<file path="config.mk">
export PLATFORM = sky130hd
export DESIGN_NAME = bracket_balance_checker_core_flat
export DESIGN_NICKNAME = d
export VERILOG_FILES = /design/src/design/bbc_pkg.sv /design/src/design/bbc_if.sv /design/src/design/bbc_front.sv /design/src/design/bbc_queue.sv /design/src/design/bbc_back.sv /design/src/design/bracket_balance_checker_core.sv /design/src/flat_wrapper.sv
export SDC_FILE = /design/constraint.sdc
export NUM_CORES = 1
export LEC_CHECK = 0
export BUFFER_PORTS_ARGS = -buffer_cell sky130_fd_sc_hd__buf_2
export CAP_MARGIN = 15
export CORE_MARGIN = 2
export CORE_UTILIZATION = 45
export CTS_BUF_LIST = sky130_fd_sc_hd__clkbuf_4
export DETAILED_ROUTE_END_ITERATION = 12
export PLACE_DENSITY = 0.69
export SLEW_MARGIN = 25
export SYNTH_ARGS = -nofsm -noshare
export SYNTH_HDL_FRONTEND = slang
export SYNTH_HIERARCHICAL = 1
export SYNTH_SLANG_ARGS = --single-unit
</file>
<file path="constraint.sdc">
create_clock -name clk -period 7.4 [get_ports clk]
set_clock_uncertainty 0.2 [all_clocks]
set_input_delay 0.74 -clock clk [delete_from_list [all_inputs] [get_ports clk]]
set_output_delay 0.74 -clock clk [all_outputs]
set_load 0.01 [all_outputs]
</file>
<file path="src/design/bbc_pkg.sv">
// Shared types and constants of the bracket balance checker.
package bbc_pkg;

  localparam int unsigned BBC_STACK_DEPTH = 64;
  localparam int unsigned BBC_POS_BITS    = 16;
  localparam int unsigned BBC_OUT_W       = 16;
  localparam int unsigned BBC_QUEUE_DEPTH = 2;

  localparam logic [15:0] CH_LF     = 16'd10;
  localparam logic [15:0] CH_PAR_O  = 16'h0028;
  localparam logic [15:0] CH_PAR_C  = 16'h0029;
  localparam logic [15:0] CH_SQR_O  = 16'h005B;
  localparam logic [15:0] CH_SQR_C  = 16'h005D;
  localparam logic [15:0] CH_CUR_O  = 16'h007B;
  localparam logic [15:0] CH_CUR_C  = 16'h007D;

  typedef enum logic [1:0] {
    KIND_PAREN  = 2'd0,
    KIND_SQUARE = 2'd1,
    KIND_CURLY  = 2'd2
  } kind_t;

  typedef enum logic [2:0] {
    ST_OK         = 3'd0,
    ST_NOT_OPENED = 3'd1,
    ST_WRONG      = 3'd2,
    ST_NOT_CLOSED = 3'd3,
    ST_OVERFLOW   = 3'd4
  } status_t;

  typedef enum logic [2:0] {
    CL_NONE  = 3'd0,
    CL_NL    = 3'd1,
    CL_OPEN  = 3'd2,
    CL_CLOSE = 3'd3,
    CL_OTHER = 3'd4
  } class_t;

  typedef struct packed {
    class_t cls;
    kind_t  kind;
    logic   eot;
  } item_t;

endpackage

</file>
<file path="src/design/bbc_if.sv">
// Text and result channel interfaces of the bracket balance checker.
interface bbc_text_if;
  logic        valid;
  logic        ready;
  logic [15:0] ch;
  logic        ch_valid;
  logic        end_of_text;

  modport source (output valid, output ch, output ch_valid, output end_of_text, input ready);
  modport sink   (input valid, input ch, input ch_valid, input end_of_text, output ready);
endinterface

interface bbc_result_if;
  logic        valid;
  logic        ready;
  logic [2:0]  status;
  logic [15:0] err_line;
  logic [15:0] err_col;

  modport source  (output valid, output status, output err_line, output err_col, input ready);
  modport sink    (input valid, input status, input err_line, input err_col, output ready);
endinterface

</file>
<file path="src/design/bbc_front.sv">
// Front end: accept text beats and classify each character.
module bbc_front (
  bbc_text_if.sink      text,
  output logic          q_valid,
  input  logic          q_ready,
  output bbc_pkg::item_t q_item
);
  import bbc_pkg::*;

  logic keep;

  assign keep       = text.ch_valid || text.end_of_text;
  assign text.ready = q_ready;
  assign q_valid    = text.valid && keep;

  always_comb begin
    q_item.eot  = text.end_of_text;
    q_item.kind = KIND_PAREN;
    q_item.cls  = CL_OTHER;
    if (!text.ch_valid) begin
      q_item.cls = CL_NONE;
    end else begin
      unique case (text.ch)
        CH_LF:    q_item.cls = CL_NL;
        CH_PAR_O: begin q_item.cls = CL_OPEN;  q_item.kind = KIND_PAREN;  end
        CH_SQR_O: begin q_item.cls = CL_OPEN;  q_item.kind = KIND_SQUARE; end
        CH_CUR_O: begin q_item.cls = CL_OPEN;  q_item.kind = KIND_CURLY;  end
        CH_PAR_C: begin q_item.cls = CL_CLOSE; q_item.kind = KIND_PAREN;  end
        CH_SQR_C: begin q_item.cls = CL_CLOSE; q_item.kind = KIND_SQUARE; end
        CH_CUR_C: begin q_item.cls = CL_CLOSE; q_item.kind = KIND_CURLY;  end
        default:  q_item.cls = CL_OTHER;
      endcase
    end
  end

endmodule

</file>
<file path="src/design/bbc_queue.sv">
// Short queue of classified items between front and back.
module bbc_queue (
  input  logic           clk,
  input  logic           rst,
  input  logic           wr_valid,
  output logic           wr_ready,
  input  bbc_pkg::item_t wr_item,
  output logic           rd_valid,
  input  logic           rd_ready,
  output bbc_pkg::item_t rd_item
);
  import bbc_pkg::*;

  localparam int unsigned PW = $clog2(BBC_QUEUE_DEPTH);
  localparam int unsigned NW = $clog2(BBC_QUEUE_DEPTH + 1);

  item_t          slots [BBC_QUEUE_DEPTH];
  logic [PW-1:0]  wr_ptr;
  logic [PW-1:0]  rd_ptr;
  logic [NW-1:0]  fill;
  logic           do_wr;
  logic           do_rd;

  assign wr_ready = (fill != NW'(BBC_QUEUE_DEPTH));
  assign rd_valid = (fill != '0);
  assign rd_item  = slots[rd_ptr];
  assign do_wr    = wr_valid && wr_ready;
  assign do_rd    = rd_valid && rd_ready;

  always_ff @(posedge clk) begin
    if (do_wr) begin
      slots[wr_ptr] <= wr_item;
    end
  end

  always_ff @(posedge clk) begin
    if (rst) begin
      wr_ptr <= '0;
      rd_ptr <= '0;
      fill   <= '0;
    end else begin
      if (do_wr) begin
        wr_ptr <= wr_ptr + PW'(1);
      end
      if (do_rd) begin
        rd_ptr <= rd_ptr + PW'(1);
      end
      if (do_wr && !do_rd) begin
        fill <= fill + NW'(1);
      end else if (do_rd && !do_wr) begin
        fill <= fill - NW'(1);
      end
    end
  end

endmodule

</file>
<file path="src/design/bbc_back.sv">
// Back end: bracket stack, position tracking, error latch and result register.
module bbc_back #(
  parameter int unsigned STACK_DEPTH = bbc_pkg::BBC_STACK_DEPTH,
  parameter int unsigned POS_BITS    = bbc_pkg::BBC_POS_BITS
) (
  input  logic           clk,
  input  logic           rst,
  input  logic           item_valid,
  output logic           item_ready,
  input  bbc_pkg::item_t item,
  bbc_result_if.source   result
);
  import bbc_pkg::*;

  localparam int unsigned AW = (STACK_DEPTH > 1) ? $clog2(STACK_DEPTH) : 1;
  localparam int unsigned CW = $clog2(STACK_DEPTH + 1);
  localparam logic [POS_BITS-1:0] POS_MAX = '1;
  localparam logic [POS_BITS-1:0] POS_ONE = POS_BITS'(1);

  typedef struct packed {
    kind_t               kind;
    logic [POS_BITS-1:0] line;
    logic [POS_BITS-1:0] col;
  } entry_t;

  entry_t              mem [STACK_DEPTH];
  entry_t              top, top_next;
  entry_t              below;
  entry_t              bottom, bottom_next;
  entry_t              new_entry;
  logic [CW-1:0]       count, count_next;
  logic [CW-1:0]       rd_idx;
  logic [POS_BITS-1:0] line_now, line_now_next;
  logic [POS_BITS-1:0] col_now, col_now_next;
  status_t             err_code, err_code_next;
  logic [POS_BITS-1:0] err_line, err_line_next;
  logic [POS_BITS-1:0] err_col, err_col_next;
  logic                go;
  logic                push;
  logic                adv_col;
  status_t             fin_code;
  logic [POS_BITS-1:0] fin_line;
  logic [POS_BITS-1:0] fin_col;
  logic [POS_BITS+BBC_OUT_W-1:0] ext_line;
  logic [POS_BITS+BBC_OUT_W-1:0] ext_col;
  logic                res_valid;
  status_t             res_status;
  logic [BBC_OUT_W-1:0] res_line;
  logic [BBC_OUT_W-1:0] res_col;

  assign item_ready = !item.eot || !res_valid || result.ready;
  assign go         = item_valid && item_ready;
  assign new_entry  = '{kind: item.kind, line: line_now, col: col_now};
  assign rd_idx     = count_next - CW'(2);

  always_comb begin
    top_next      = top;
    bottom_next   = bottom;
    count_next    = count;
    line_now_next = line_now;
    col_now_next  = col_now;
    err_code_next = err_code;
    err_line_next = err_line;
    err_col_next  = err_col;
    push          = 1'b0;
    adv_col       = 1'b0;

    if (go && err_code == ST_OK) begin
      unique case (item.cls)
        CL_NL: begin
          if (line_now != POS_MAX) begin
            line_now_next = line_now + POS_ONE;
          end
          col_now_next = POS_ONE;
        end
        CL_OPEN: begin
          if (count == CW'(STACK_DEPTH)) begin
            err_code_next = ST_OVERFLOW;
            err_line_next = line_now;
            err_col_next  = col_now;
          end else begin
            push        = 1'b1;
            top_next    = new_entry;
            count_next  = count + CW'(1);
            adv_col     = 1'b1;
            if (count == '0) begin
              bottom_next = new_entry;
            end
          end
        end
        CL_CLOSE: begin
          if (count == '0) begin
            err_code_next = ST_NOT_OPENED;
            err_line_next = line_now;
            err_col_next  = col_now;
          end else if (top.kind != item.kind) begin
            err_code_next = ST_WRONG;
            err_line_next = line_now;
            err_col_next  = col_now;
          end else begin
            top_next   = below;
            count_next = count - CW'(1);
            adv_col    = 1'b1;
          end
        end
        CL_OTHER: adv_col = 1'b1;
        CL_NONE:  adv_col = 1'b0;
        default:  adv_col = 1'b0;
      endcase
    end

    if (adv_col && col_now != POS_MAX) begin
      col_now_next = col_now + POS_ONE;
    end

    fin_code = err_code_next;
    fin_line = err_line_next;
    fin_col  = err_col_next;
    if (err_code_next == ST_OK && count_next != '0) begin
      fin_code = ST_NOT_CLOSED;
      fin_line = bottom_next.line;
      fin_col  = bottom_next.col;
    end
    ext_line = {{BBC_OUT_W{1'b0}}, fin_line};
    ext_col  = {{BBC_OUT_W{1'b0}}, fin_col};

    if (go && item.eot) begin
      count_next    = '0;
      line_now_next = POS_ONE;
      col_now_next  = POS_ONE;
      err_code_next = ST_OK;
      err_line_next = '0;
      err_col_next  = '0;
    end
  end

  always_ff @(posedge clk) begin
    if (push) begin
      mem[count[AW-1:0]] <= new_entry;
    end
    if (count_next >= CW'(2)) begin
      below <= mem[rd_idx[AW-1:0]];
    end
    top    <= top_next;
    bottom <= bottom_next;
    if (go && item.eot) begin
      res_status <= fin_code;
      res_line   <= ext_line[BBC_OUT_W-1:0];
      res_col    <= ext_col[BBC_OUT_W-1:0];
    end
  end

  always_ff @(posedge clk) begin
    if (rst) begin
      count     <= '0;
      line_now  <= POS_ONE;
      col_now   <= POS_ONE;
      err_code  <= ST_OK;
      err_line  <= '0;
      err_col   <= '0;
      res_valid <= 1'b0;
    end else begin
      count    <= count_next;
      line_now <= line_now_next;
      col_now  <= col_now_next;
      err_code <= err_code_next;
      err_line <= err_line_next;
      err_col  <= err_col_next;
      if (go && item.eot) begin
        res_valid <= 1'b1;
      end else if (result.ready) begin
        res_valid <= 1'b0;
      end
    end
  end

  assign result.valid    = res_valid;
  assign result.status   = res_status;
  assign result.err_line = res_line;
  assign result.err_col  = res_col;

endmodule

</file>
<file path="src/design/bracket_balance_checker_core.sv">
// Bracket balance checker: takes one text beat per cycle while not stalled, at most one result
// per text. Each text beat carries one 16-bit character; a beat with ch_valid low only marks
// the end of the text if end_of_text is high, else it is dropped. The front classifies the
// character in the cycle it is accepted and writes it into a two-entry queue; the back updates
// line, column and a bracket stack of STACK_DEPTH entries per character. The rate is set by
// the back stage's push or pop: the top entry sits in a register and the entry below it is
// prefetched from the stack memory's one read port in the cycle before it is needed. The
// result is registered when the back stage takes the end-of-text item; only an end-of-text
// beat waits while an earlier result is untaken. After each result the block is ready for
// the next text with no clearing pass. Status 1 to 4 report the first error (closer with
// nothing open, wrong closer, bracket left open at its oldest opener, stack overflow);
// positions are 1-based and saturate at 2^POS_BITS - 1.
module bracket_balance_checker_core #(
  parameter int unsigned STACK_DEPTH = bbc_pkg::BBC_STACK_DEPTH,
  parameter int unsigned POS_BITS    = bbc_pkg::BBC_POS_BITS
) (
  input  logic         clk,
  input  logic         rst,
  bbc_text_if.sink     text,
  bbc_result_if.source result
);
  import bbc_pkg::*;

  logic  f_valid;
  logic  f_ready;
  item_t f_item;
  logic  b_valid;
  logic  b_ready;
  item_t b_item;

  bbc_front u_front (
    .text    (text),
    .q_valid (f_valid),
    .q_ready (f_ready),
    .q_item  (f_item)
  );

  bbc_queue u_queue (
    .clk      (clk),
    .rst      (rst),
    .wr_valid (f_valid),
    .wr_ready (f_ready),
    .wr_item  (f_item),
    .rd_valid (b_valid),
    .rd_ready (b_ready),
    .rd_item  (b_item)
  );

  bbc_back #(
    .STACK_DEPTH (STACK_DEPTH),
    .POS_BITS    (POS_BITS)
  ) u_back (
    .clk        (clk),
    .rst        (rst),
    .item_valid (b_valid),
    .item_ready (b_ready),
    .item       (b_item),
    .result     (result)
  );

endmodule

</file>
<file path="src/flat_wrapper.sv">
// flat-port wrapper written by rule: the top's interface ports become plain ports
module bracket_balance_checker_core_flat import bbc_pkg::*;
#(
  parameter int unsigned STACK_DEPTH = bbc_pkg::BBC_STACK_DEPTH,
  parameter int unsigned POS_BITS    = bbc_pkg::BBC_POS_BITS
)
  (clk, rst, text_valid, text_ch, text_ch_valid, text_end_of_text, text_ready, result_valid, result_status, result_err_line, result_err_col, result_ready);
  bbc_text_if text_i ();
  bbc_result_if result_i ();
  input  logic clk;
  input  logic rst;
  input wire logic [$bits(text_i.valid)-1:0] text_valid;
  input wire logic [$bits(text_i.ch)-1:0] text_ch;
  input wire logic [$bits(text_i.ch_valid)-1:0] text_ch_valid;
  input wire logic [$bits(text_i.end_of_text)-1:0] text_end_of_text;
  output wire logic [$bits(text_i.ready)-1:0] text_ready;
  output wire logic [$bits(result_i.valid)-1:0] result_valid;
  output wire logic [$bits(result_i.status)-1:0] result_status;
  output wire logic [$bits(result_i.err_line)-1:0] result_err_line;
  output wire logic [$bits(result_i.err_col)-1:0] result_err_col;
  input wire logic [$bits(result_i.ready)-1:0] result_ready;
  assign text_i.valid = text_valid;
  assign text_i.ch = text_ch;
  assign text_i.ch_valid = text_ch_valid;
  assign text_i.end_of_text = text_end_of_text;
  assign text_ready = text_i.ready;
  assign result_valid = result_i.valid;
  assign result_status = result_i.status;
  assign result_err_line = result_i.err_line;
  assign result_err_col = result_i.err_col;
  assign result_i.ready = result_ready;
  bracket_balance_checker_core #(.STACK_DEPTH(STACK_DEPTH), .POS_BITS(POS_BITS)) u_core (.clk(clk), .rst(rst), .text(text_i), .result(result_i));
endmodule
</file>
Word level (Yosys, flattened, before mapping). Memory sizes are Yosys's and may differ from the RTL's. A register that Yosys moved wholly into a read port is not among the register bits. Index checks and enable logic that the tools add are counted.

Divide/modulo/power cells: 0. Add/sub/neg operators: 9. Order comparisons: 1. Multipliers: 0. Reduce and logical (&&, ||, !) cells: 34. Mux-type cells: 55. Shift operators: 0. Bitwise operators: 0. Equality and inequality tests: 19.

Operator list (count): $mux W16 (13); $mux W32 (4); $mux W34 (3); $pmux W34 S2 (1); $eq A16 B7 Y1 const B (4); $pmux W16 S2 (2); $mux W7 (5); $add A16 B1 Y16 const B (2); $eq A16 B6 Y1 const B (2); $ne A16 B16 Y1 const B (2); $eq A16 B4 Y1 const B (1); $mux W3 (5); $mux W1 (14); $pmux W7 S2 (1); $reduce_bool A2 Y1 (6); $logic_and A1 B1 Y1 (9); $pmux W3 S3 (1); $ne A2 B2 Y1 const B (4); $add A7 B1 Y7 const B (1); $eq A7 B7 Y1 const B (1); $ge A7 B2 Y1 const B (1); $logic_not A7 Y1 (1); $reduce_bool A7 Y1 (1); $sub A7 B1 Y7 const B (1); other kinds (20) (33).

Output and inout port bits: 37. ROM bits: 0. Bits in registers: 148. Word-level logic and storage cells: 136. Memory bits (writable): 2188. Latch bits: 0. Memories: 2.

Memories: u_core.u_back.mem (words 64, width 34, read ports 1, clocked after memory_dff 1, wr ports 1, RTL line bbc_back.sv:26) `entry_t mem [STACK_DEPTH];`; u_core.u_queue.slots (words 2, width 6, read ports 1, clocked after memory_dff 1, wr ports 1, RTL line bbc_queue.sv:17) `item_t slots [BBC_QUEUE_DEPTH];`.

Logic depth before layout (Yosys ltp). Gate-level depths: netlist of run 1.

Depth after elaboration: 9. Depth in mapped cells: 19.

By module. The synthesis of run 1 kept the hierarchy.

Modules (own cells, without submodules): bbc_back (area an instance 11604.9 µm², sequential area each 7156.9 µm², instances 1, cells each 959); bbc_queue (area an instance 661.9 µm², sequential area each 460.4 µm², instances 1, cells each 43); bbc_front (area an instance 226.5 µm², sequential area each 0.0 µm², instances 1, cells each 32).

Least setup slack after synthesis of run 1. Ideal clock, no wire load.

Kind: in2reg. Start: input result_ready. End: register u_core/u_back/below[33] (netlist name). Setup time: 0.263 ns. Buffers on the path: 3. Arrival: 4.336 ns. Data required time: 6.937 ns. Path slack: 2.601 ns. Stages: 15. Cells stage by stage: nand2b_1 > nand3_1 > inv_1 > clkbuf_1 > nor2_1 > inv_1 > buf_2 > ha_1 > nor3_1 > nor2_1 > buf_2 > a211oi_1 > a2111o_1 > nand3b_1 > o31ai_1.

Longest elaborated chain between the ends: 6.

Ends and longest elaborated chain: from (decl) (RTL line flat_wrapper.sv:21) `input wire logic [$bits(result_i.ready)-1:0] result_ready;`; $logic_or A1 B1 Y1 (*) (RTL line bbc_back.sv:51) `assign item_ready = !item.eot || !res_valid || result.ready;`; $logic_and A1 B1 Y1 (*) (RTL line bbc_back.sv:52) `assign go = item_valid && item_ready;`; $logic_and A1 B1 Y1 (RTL line bbc_back.sv:68) `if (go && err_code == ST_OK) begin`; $mux W7 (RTL line bbc_back.sv:68); $mux W7 (*) (RTL line bbc_back.sv:127) `if (go && item.eot) begin`; $sub A6 B2 Y6 / $ge A7 B2 Y1 (equally long branches) (RTL line bbc_back.sv:54, bbc_back.sv:141).

Mark *: on every way between the ends. The rest lies on a longest branch, timed or not. A chain may end at the register's enable or synchronous reset.

Worst setup path in the final report of run 1.
Start: register u_core.u_back.count[0]. End: register u_core/u_back/below[32] (netlist name).

Longest elaborated chain between the ends: 7.

Ends and longest elaborated chain: from (decl) (RTL line bbc_back.sv:31) `logic [CW-1:0] count, count_next;`; from (signal assigned) (RTL line bbc_back.sv:163) `count <= count_next;`; $sub A7 B1 Y7 (RTL line bbc_back.sv:102) `count_next = count - CW'(1);`; $mux W7 (RTL line bbc_back.sv:96) `end else if (top.kind != item.kind) begin`; $mux W7 (RTL line bbc_back.sv:92) `if (count == '0) begin`; $pmux W7 S2 (RTL line bbc_back.sv:69) `unique case (item.cls)`; $mux W7 (*) (RTL line bbc_back.sv:68); $mux W7 (*) (RTL line bbc_back.sv:127); $sub A6 B2 Y6 / $ge A7 B2 Y1 (equally long branches) (RTL line bbc_back.sv:54, bbc_back.sv:141).

Marked as above.

==> qor.csv, run 1 <==
stage;metric;value;unit
run;drv_cap;0;
sta;clock.fmax;179;MHz
yosys;syn_inst;1034;
clock_network;worstSkewPairLatency;0.69;ns
floorplanning;die_area;29100;µm²
clock_network;clock-sinks;291;
pwr;leakagePower;0.00497;µW
floorplanning;die_h;171;µm
yosys;syn_avg_cell_area;12.1;µm²
sta;fin_setup_tns;0;ns
critical_path;r2r_end;u_core/u_back/below[32];
clock_network;cts_buffers;74;
critical_path;path_buf_inv;3;
global_routing;grtUsageTotal;19.8;%
floorplanning;die_width;171;µm
sta;rsz0062_at_grt;no;
critical_path;cpPeakStageDelay;0.52;ns
yosys;synth_fp_nets;1062;
layout;fillers;2374;
layout;drive_gt1_share;20.6;%
global_routing;grt_max_degree;66;
min_path;whs_path_depth;1;
yosys;synth.area.mux_share;8.35;%
place;port_buffers;58;
clock_network;root_buffer;clkbuf_4;
floorplanning;row_count;60;
pwr;peakVddDrop;0.000184;V
clock_network;cts-resized-gates;0;
critical_path;crit_start;u_core/u_back/count[0];
route;finalWirelength;28.4;mm
critical_path;ff2ff_path_depth;16;
critical_path;worstPathMaxFanout;20;
yosys;synthArstFlopShare;0;%
yosys;synth_area;12500;µm²
global_routing;overflow;0;
layout;multi_input_area;4470;µm²
critical_path;cp-endpoint;u_core/u_back/below[32];
global_routing;grt_pass1_vias;8611;
layout;syn2layout_area_growth;13.2;%
global_routing;grt_pass1_wl;45.2;mm
sta;hold_violations;0;
critical_path;cp_top_family;simple AND/OR/NAND/NOR gates;
yosys;synth_compound_area_share;10.3;%
critical_path;r2r_slack;1.81;ns
sta;fin_crit_sh;75.5;%
yosys;seq_area_frac_synth;61.0;%
clock_network;path_clk_slew;0.07;ns
layout;seq_area;7620;µm²
route;ant_nets;0;
sta;period_minus_slack;5.59;ns
clock_network;htree_levels;3;
floorplanning;core;27100;µm²
global_routing;antenna_found_initial;1;
yosys;yosysWarnings;6;
sta;slew_headroom;34.6;%
yosys;synth_edf_count;179;
pwr;power.density;301;nW/µm²
sta;setup_viol;0;
critical_path;critPathRequiredTime;7.63;ns
yosys;synth_seq_cells;291;
yosys;synth_top_family_by_area;simple AND/OR/NAND/NOR gates;
critical_path;slowest_stage;o21ai_1;
critical_path;start_kind;register;
sta;worst_slew_pin_slew;0.960;ns
critical_path;endpoint_kind;register;
route;drtIter0Drc;625;
route;drc;0;
floorplanning;start_util;46.1;%
route;vias_per_cell;5.51;
min_path;holdCritPathClass;input port to register;
critical_path;criticalPathCategory;register to register;
yosys;synthSimpleGateAreaFrac;13.5;%
sta;drv_slew;0;
place;dp_hpwl;17.9;mm
status;status;completed;
route;dr.pass1.iters;5;
yosys;synthFlopType;edfxtp_1;
critical_path;critPathArrivalTime;5.82;ns
yosys;synth-xor-area-share;2.74;%
critical_path;path_cells;clkinv_1, ha_1, or3b_1, nor2_1, nor4_1, a311oi_2, nor2_1, buf_4, inv_1, ha_1, o21ai_1, nand2_2, mux2_1, a2111o_1, a21oi_1, o311ai_1;
route;route.vias.total;8584;
floorplanning;pin_count;59;
clock_network;hold_buffers;0;
layout;post-route-util;52.2;%
clock_network;cts_buffer_depth;3;
route;routedWlPerCell;18.2;µm
clock_network;cts_setup_buffers;0;
yosys;ys_types;91;
critical_path;crit_cells;16;
place;routabilityCongestion;0.890;
critical_path;r2r-start;u_core/u_back/count[0];
layout;fin_nets;1155;
yosys;synth_fa_ha_area_share;0.601;%
clock_network;cts_tree;yes;
## layout by cell type, fill, tap and decap left out, types with 6 or more instances in the layout
cell type,count
a211oi_1,8
a21oi_1,17
a22oi_1,33
a31oi_1,7
and3_1,18
buf_2,58
buf_4,13
clkbuf_4,111
clkinv_1,16
dfxtp_1,112
edfxtp_1,179
ha_1,6
inv_1,43
mux2_2,11
mux2i_1,63
mux4_2,9
nand2_1,44
nand2b_1,8
nand3_1,34
nand4_1,6
nor2_1,164
nor2b_1,10
o21ai_0,14
o22ai_1,32
or3_1,9
xnor2_1,8
xor2_1,28
## per-layer routing
layer  up-vias  share of wire (%)  GRT usage, %
met1      4193                 43          25.9
met3        35                6.5          4.63
li1       4063                  -             -
met2       293                 49          32.8
met5         -                  0             0
met4         0                1.3          6.47
## worst min-delay path by stage
stage / from / endpoint / slack (ns)
2_1_floorplan: u_core/u_back/bottom[30] / u_core/u_back/bottom[30] / 0.22
3_3_place_gp: u_core/u_back/bottom[30] / u_core/u_back/bottom[30] / 0.24
3_5_place_dp: u_core/u_back/bottom[30] / u_core/u_back/bottom[30] / 0.25
4_1_cts: text_end_of_text / u_core/u_queue/slots[0][0] / 0.04
5_1_grt: text_end_of_text / u_core/u_queue/slots[0][0] / 0.04
6_report: text_end_of_text / u_core/u_queue/slots[0][0] / 0.10
## where the power goes
part           total [µW]  internal [µW]  switching (µW)
clock network        1430            795             632
registers            2020           1960            55.2
logic                 816            284             532
total                4260           3040            1220
## cell usage after synthesis (17+ instances only)
library cell | number | area, µm²
a21oi_1 | 17 | 85.1
a22oi_1 | 33 | 248
and3_1 | 18 | 113
clkbuf_1 | 29 | 109
dfxtp_1 | 112 | 2240
edfxtp_1 | 179 | 5380
inv_1 | 44 | 165
mux2i_1 | 63 | 631
nand2_1 | 44 | 165
nand3_1 | 34 | 170
nor2_1 | 166 | 623
o22ai_1 | 32 | 200
xor2_1 | 28 | 245
## registers in the layout, indices dropped and copies added (netlist names), named ones only
signal                         flops
u_core/u_back/err_col             16
u_core/u_back/bottom              32
u_core/u_back/mem                128
u_core/u_queue/rd_ptr              1
u_core/u_back/err_line            16
u_core/u_back/result.valid         1
u_core/u_back/col_now             16
u_core/u_back/top                  2
u_core/u_back/result.err_line     16
u_core/u_back/result.status        3
u_core/u_queue/slots              12
u_core/u_back/below                2
u_core/u_back/result.err_col      16
u_core/u_queue/wr_ptr              1
u_core/u_back/line_now            16
u_core/u_queue/fill                2
u_core/u_back/err_code             3
u_core/u_back/count                7
## through the flow
step	std cells	power (µW)	area (µm²)	setup WS, ns	hold slack (ns)
global route	1559	4480	14100	1.44	0.0416
detailed placement	1423	2870	13100	1.88	0.248
global placement	1422	2850	13100	2.05	0.240
floorplan	1034	2620	12500	2.60	0.224
finish	1559	4260	14100	1.81	0.103
CTS	1558	4310	14100	1.86	0.0390
## cell families (layout without fill, tap and decap cells)
logic type	Yosys count	after routing
buffers and inverters	100	252
flip-flops	291	291
other	0	1
AO/OA/AOI/OAI	170	170
XOR/XNOR	37	37
adder cells (fa/ha/maj)	6	6
AND/OR/NAND/NOR	343	343
multiplexers	87	87
## worst reg2reg max path, delay by kind of cell, from the launching register on
kind / cells / cell delay, ns
AND/OR/NAND/NOR: 5 / 1.58
flip-flops: 1 / 0.46
buffers and inverters: 3 / 0.66
adder cells (fa/ha/maj): 2 / 0.62
multiplexers: 1 / 0.48
AO/OA/AOI/OAI: 5 / 1.35
## final cells by class
type / instances / share of cell area (%)
tap: 372 / 3.29
timing repair buffer: 72 / 2.85
clock buffer: 111 / 5.89
multi-input combinational: 643 / 31.6
sequential: 291 / 53.9
inverter: 45 / 1.19
antenna: 1 / 0.0177
clock inverter: 24 / 1.31
Note: power is estimated with default switching activity, not from simulation.
==> inputs of run 2 (changes only) <==
PLACE_DENSITY = 0.72   (was 0.69)
clock period = 4.9 ns   (was 7.4 ns; I/O delays follow)
==> run 2 against run 1 <==
Net effect: register-to-register slack lost 1.5 ns; sequential power grew 50%; via count up 1.9%; hold slack gained 0.028 ns; cell count grew 1.4%; critical path depth shrank 2; setup slack worse by 1.5 ns; critical path type unchanged; clock power grew 59%; non-clock buffer count grew 18; largest cell class unchanged; clock-buffer cell count up 8; global-route usage is 0.30 points higher; first-iteration DRC count increased by 27%.
==> qor.csv, run 2 (synthesized netlist as in run 1, its figures left out) <==
stage;metric;value;unit;change
critical_path;cpPeakStageDelay;0.50;ns;-0.02 ns
pwr;power.density;457;nW/µm²;+52%
place;dpl.cell_count;1435;;+0.84%
critical_path;path_buf_inv;1;;-2
clock_network;root_buffer;clkbuf_4;;
route;routedWlPerCell;18.1;µm;-0.76%
critical_path;worstPathMaxFanout;12;;-40%
critical_path;critPathArrivalTime;4.83;ns;-0.99 ns
floorplanning;pin_count;59;;unchanged
clock_network;htree_levels;3;;unchanged
global_routing;antenna_found_initial;1;;unchanged
place;routabilityCongestion;0.915;;+2.7%
min_path;min_to;u_core/u_queue/slots[0][4];;
route;drc;0;;unchanged
place;dp_hpwl;18.1;mm;+1.1%
sta;fin_setup_tns;0;ns;unchanged
clock_network;cts_setup_buffers;0;;unchanged
layout;drive_gt1_share;21.9;%;+1.3 points
critical_path;cp_top_family;simple AND/OR/NAND/NOR gates;;
route;dr.pass1.iters;5;;unchanged
layout;final_cells;1581;;+1.4%
min_path;holdCritStartpoint;text_ch[10];;
pwr;power;6560;µW;+54%
sta;rsz0062_at_grt;no;;
layout;fin_nets;1175;;+1.7%
critical_path;ff2ff_path_depth;14;;-2
global_routing;grt_pass1_vias;8758;;+1.7%
place;place_area;13200;µm²;+0.72%
critical_path;criticalPathCategory;register to register;;
sta;period_minus_slack;4.60;ns;-0.990 ns
floorplanning;core;27100;µm²;unchanged
route;route.vias.total;8750;;+1.9%
sta;drv_slew;0;;unchanged
clock_network;cts_tree;yes;;
floorplanning;die_width;171;µm;unchanged
sta;clock.fmax;218;MHz;+22%
route;drtIter0Drc;794;;+27%
critical_path;r2r_end;u_core/u_back/below[33];;
critical_path;endpoint_kind;register;;
critical_path;start_kind;register;;
place;port_buffers;58;;unchanged
sta;worst_slew_pin_slew;0.862;ns;-0.0981 ns
clock_network;path_clk_slew;0.07;ns;about the same
critical_path;path_cells;mux2_2, nor3b_2, o21a_1, a22o_1, a22o_1, nand2_1, ha_1, or3_4, nand2_2, buf_4, mux4_2, o2bb2ai_1, nor4_1, o31ai_1;;
critical_path;slowest_stage;mux2_2;;
sta;setup_viol;0;;unchanged
run;drv_cap;0;;unchanged
global_routing;grt_max_degree;66;;unchanged
sta;slew_headroom;42.5;%;+7.9 points
critical_path;crit_top_cell;a22o_1;;
floorplanning;die_h;171;µm;unchanged
clock_network;cts_buffers;76;;+2.7%
layout;layout_common_cells;edfxtp_1 (179), nor2_1 (165), clkbuf_4 (119);;
status;status;completed;;
layout;syn2layout_area_growth;14.8;%;
layout;largest_reg_flops;128;;unchanged
route;vias_per_cell;5.53;;+0.52%
clock_network;clock-sinks;291;;unchanged
sta;fin_crit_sh;93.8;%;+18 points
route;finalWirelength;28.6;mm;+0.64%
layout;mostFrequentLayoutCell;edfxtp_1;;
route;ant_nets;0;;unchanged
global_routing;grtUsageTotal;20.2;%;+0.30 points
min_path;holdCritPathClass;input port to register;;
clock_network;worstSkewPairLatency;0.70;ns;about the same
floorplanning;start_util;46.1;%;unchanged
layout;final_area;14300;µm²;+1.4%
global_routing;overflow;0;;unchanged
floorplanning;die_area;29100;µm²;unchanged
clock_network;cts_buffer_depth;3;;unchanged
min_path;whs_path_depth;5;;+4
critical_path;critPathRequiredTime;5.13;ns;-2.50 ns
pwr;leakagePower;0.00509;µW;+2.5%
critical_path;r2r_slack;0.30;ns;-1.51 ns
pwr;peakVddDrop;0.000294;V;+60%
global_routing;grt_pass1_wl;45.9;mm;+1.5%
sta;hold_violations;0;;unchanged
floorplanning;row_count;60;;unchanged
run 2: cell types whose count changed in the layout (fill, tap and decap cells not counted), sizes merged:
cell	change
dlygate4sd3	+6
clkinvlp	-1
clkinv	-4
buf	+12
inv	+1
clkbuf	+8
run 2: worst max path at each step:
| stage | startpoint | end | cells after the start | slack [ns] |
|---|---|---|---|---|
| after CTS | register | u_core/u_back/below[33] | 14 | 0.31 |
| final | register | u_core/u_back/below[33] | 14 | 0.30 |
| after global routing | register | u_core/u_back/below[33] | 15 | 0.0008 |
| after global placement | register | u_core/u_back/below[32] | 14 | 0.43 |
| after floorplan | register | u_core/u_back/below[32] | 17 | 0.10 |
| after detailed placement | register | u_core/u_back/below[33] | 15 | 0.32 |
run 2: layer usage:
metal  share of wire, %  track usage (%)  up-vias
met2                 48             32.3      354
li1                   -                -     4098
met1                 43             26.5     4225
met4                2.7             8.47        0
met3                7.0             4.53       73
met5                  0                0        -
run 2: repair_timing:
action	4_1_cts	5_1_grt
resized for setup	0	0
hold buffers	6	0
endpoints found under the hold margin	13	0
run 2: report_power, final:
group	leakage, µW	total [µW]	switching, µW	internal [µW]
clock	0.000630	2270	996	1270
combinational	0.00191	1250	801	446
sequential	0.00255	3040	82.2	2960
run 2: area by class of cell:
class | instances | area (µm²)
diodes | 1 | 2.50
clock buffers | 119 | 893
clock inverters | 20 | 176
fillers | 2335 | 12800
inverters | 45 | 169
multi-input cells | 643 | 4460
flip-flops and latches | 291 | 7620
well taps | 372 | 465
repair buffers | 90 | 558
run 2: stage by stage:
step | hold WS (ns) | setup WS (ns) | utilization (%)
after floorplan | 0.224 | 0.104 | -
after global placement | 0.242 | 0.428 | 48.8
after detailed placement | 0.250 | 0.319 | 48.8
after CTS | 0.0551 | 0.314 | 52.9
after global routing | 0.104 | 0.000821 | 52.9
final | 0.131 | 0.303 | 52.9
run 2: worst reg2reg max path, stage by stage (launching register included):
cell and delay, ns:
dfxtp_1 0.47, mux2_2 0.50, nor3b_2 0.40, o21a_1 0.32
a22o_1 0.21, a22o_1 0.15, nand2_1 0.07, ha_1 0.20
or3_4 0.48, nand2_2 0.30, buf_4 0.23, mux4_2 0.33
o2bb2ai_1 0.14, nor4_1 0.25, o31ai_1 0.11
==> inputs of run 3 (changes only) <==
BUFFER_PORTS_ARGS = -buffer_cell sky130_fd_sc_hd__buf_4   (was -buffer_cell sky130_fd_sc_hd__buf_2)
==> run 3 against run 2 <==
Net effect: largest power group unchanged; highest routed layer unchanged; utilization up 0.10 points; power shrank 2.8%; global-route usage is essentially flat; clock-buffer cell count decreased by 9; critical path type unchanged; clock power fell by 10%; combinational power rose by 3%; sequential share of layout area decreased by 0.10 points.
==> qor.csv, run 3 (synthesized netlist as in run 1, its figures left out) <==
stage;metric;value;unit;change
global_routing;grtUsageTotal;20.1;%;-0.040 points
critical_path;critPathRequiredTime;5.11;ns;-0.02 ns
min_path;whs_path_depth;2;;-3
global_routing;overflow;0;;unchanged
critical_path;critPathArrivalTime;4.83;ns;about the same
critical_path;r2r_slack;0.28;ns;-0.03 ns
floorplanning;core;27100;µm²;unchanged
layout;post-route-util;53.0;%;+0.10 points
clock_network;worstSkewPairLatency;0.67;ns;-0.03 ns
min_path;min_to;u_core/u_queue/slots[1][5];;
place;port_buffers;58;;unchanged
global_routing;grt_pass1_wl;45.9;mm;about the same
floorplanning;die_h;171;µm;unchanged
min_path;holdCritStartpoint;text_ch_valid;;
layout;syn2layout_area_growth;15.1;%;
floorplanning;row_count;60;;unchanged
pwr;power.density;443;nW/µm²;-3.0%
layout;fillers;2309;;-1.1%
clock_network;cts_buffer_depth;3;;unchanged
min_path;holdCritPathClass;input port to register;;
route;finalWirelength;28.5;mm;-0.36%
status;status;completed;;
place;dp_hpwl;18.2;mm;+0.73%
sta;period_minus_slack;4.62;ns;+0.0250 ns
sta;drv_slew;0;;unchanged
sta;clock.fmax;216;MHz;-0.54%
floorplanning;die_area;29100;µm²;unchanged
pwr;leakagePower;0.00507;µW;-0.43%
place;dpl.cell_count;1438;;+0.21%
critical_path;start_kind;register;;
clock_network;cts_setup_buffers;0;;unchanged
place;place_area;13400;µm²;+1.3%
place;routabilityCongestion;0.916;;+0.15%
sta;fin_crit_sh;94.3;%;+0.51 points
clock_network;cts_tree;yes;;
clock_network;root_buffer;clkbuf_4;;
layout;multi_input_area;4460;µm²;unchanged
sta;fin_ws;0.278;ns;-0.0250 ns
sta;fin_setup_tns;0;ns;unchanged
critical_path;worstPathMaxFanout;13;;+1
route;drc;0;;unchanged
critical_path;r2r_end;u_core/u_back/below[32];;
layout;largest_reg_flops;128;;unchanged
critical_path;ff2ff_path_depth;13;;-1
pwr;peakVddDrop;0.000289;V;-1.6%
layout;fin_nets;1174;;-0.085%
floorplanning;pin_count;59;;unchanged
route;ant_nets;0;;unchanged
global_routing;grt_max_degree;66;;unchanged
critical_path;endpoint_kind;register;;
route;route.vias.total;8648;;-1.2%
clock_network;cts_buffers;75;;-1.3%
sta;rsz0062_at_grt;no;;
run;drv_cap;0;;unchanged
floorplanning;die_width;171;µm;unchanged
global_routing;antenna_found_initial;1;;unchanged
route;routedWlPerCell;18.0;µm;-0.17%
sta;slew_headroom;42.1;%;-0.45 points
layout;final_cells;1578;;-0.19%
layout;final_area;14400;µm²;+0.19%
clock_network;clock-sinks;291;;unchanged
route;vias_per_cell;5.48;;-0.98%
critical_path;criticalPathCategory;register to register;;
floorplanning;start_util;46.1;%;unchanged
layout;seq_area;7620;µm²;unchanged
global_routing;grt_pass1_vias;8762;;+0.046%
sta;setup_viol;0;;unchanged
layout;drive_gt1_share;21.2;%;-0.61 points
place;dp_slack;0.309;ns;-0.0105 ns
sta;hold_violations;0;;unchanged
clock_network;path_clk_slew;0.07;ns;about the same
route;drtIter0Drc;707;;-11%
layout;mostFrequentLayoutCell;edfxtp_1;;
sta;worst_slew_pin_slew;0.868;ns;+0.00588 ns
clock_network;htree_levels;3;;unchanged
layout;layout_common_cells;edfxtp_1 (179), nor2_1 (165), dfxtp_1 (112);;
route;dr.pass1.iters;5;;unchanged
## run 3: report_power, final
group	total [µW]	switching, µW	internal [µW]
clock network	2040	988	1050
registers	3050	88.0	2960
logic	1290	801	485
total	6370	1880	4500
## run 3: worst max path at each step
| stage | start | endpoint | slack [ns] | depth (start not counted) |
|---|---|---|---|---|
| after floorplan | register | u_core/u_back/below[32] | 0.10 | 17 |
| after global placement | register | u_core/u_back/below[32] | 0.38 | 13 |
| after detailed placement | register | u_core/u_back/below[32] | 0.31 | 13 |
| after CTS | register | u_core/u_back/below[32] | 0.29 | 13 |
| after global routing | register | u_core/u_back/below[32] | 0.06 | 13 |
| final | register | u_core/u_back/below[32] | 0.28 | 13 |
## run 3: repair_timing
item | 4_1_cts | 5_1_grt
resized for setup | 0 | 0
hold endpoints to repair | 10 | 0
hold buffers | 3 | 0
## run 3: per-layer routing
layer	global-route usage (%)	up-vias	part of all wire, %
li1	-	4086	-
met1	26.7	4144	42
met2	32.1	365	48
met3	4.33	53	7.9
met4	8.25	0	2.6
met5	0	-	0
## run 3: area by class of cell
| cell class | instances | share of cell area [%] |
|---|---|---|
| multi-input combinational | 643 | 31.1 |
| tap | 372 | 3.24 |
| timing repair buffer | 90 | 4.84 |
| sequential | 291 | 53.0 |
| inverter | 45 | 1.18 |
| antenna | 1 | 0.0174 |
| clock inverter | 26 | 0.931 |
| clock buffer | 110 | 5.75 |
## run 3: metrics by stage
| step | hold slack [ns] | total power (µW) |
|---|---|---|
| after global placement | 0.239 | 4360 |
| after global routing | 0.0240 | 6710 |
| final | 0.0525 | 6370 |
| after CTS | 0.0226 | 6460 |
| after floorplan | 0.224 | 3960 |
| after detailed placement | 0.248 | 4390 |
## run 3: worst max-delay path: stages (launching register included)
cell and delay, ns:
dfxtp_1 0.48, mux2_2 0.50, nor3b_2 0.39, o21a_1 0.31, a22o_1 0.20, a22o_1 0.14
nand2_1 0.06, ha_1 0.23, or3_4 0.48, nand2_2 0.34, mux2_1 0.36, a2111o_1 0.40
a21oi_1 0.15, o311ai_1 0.11
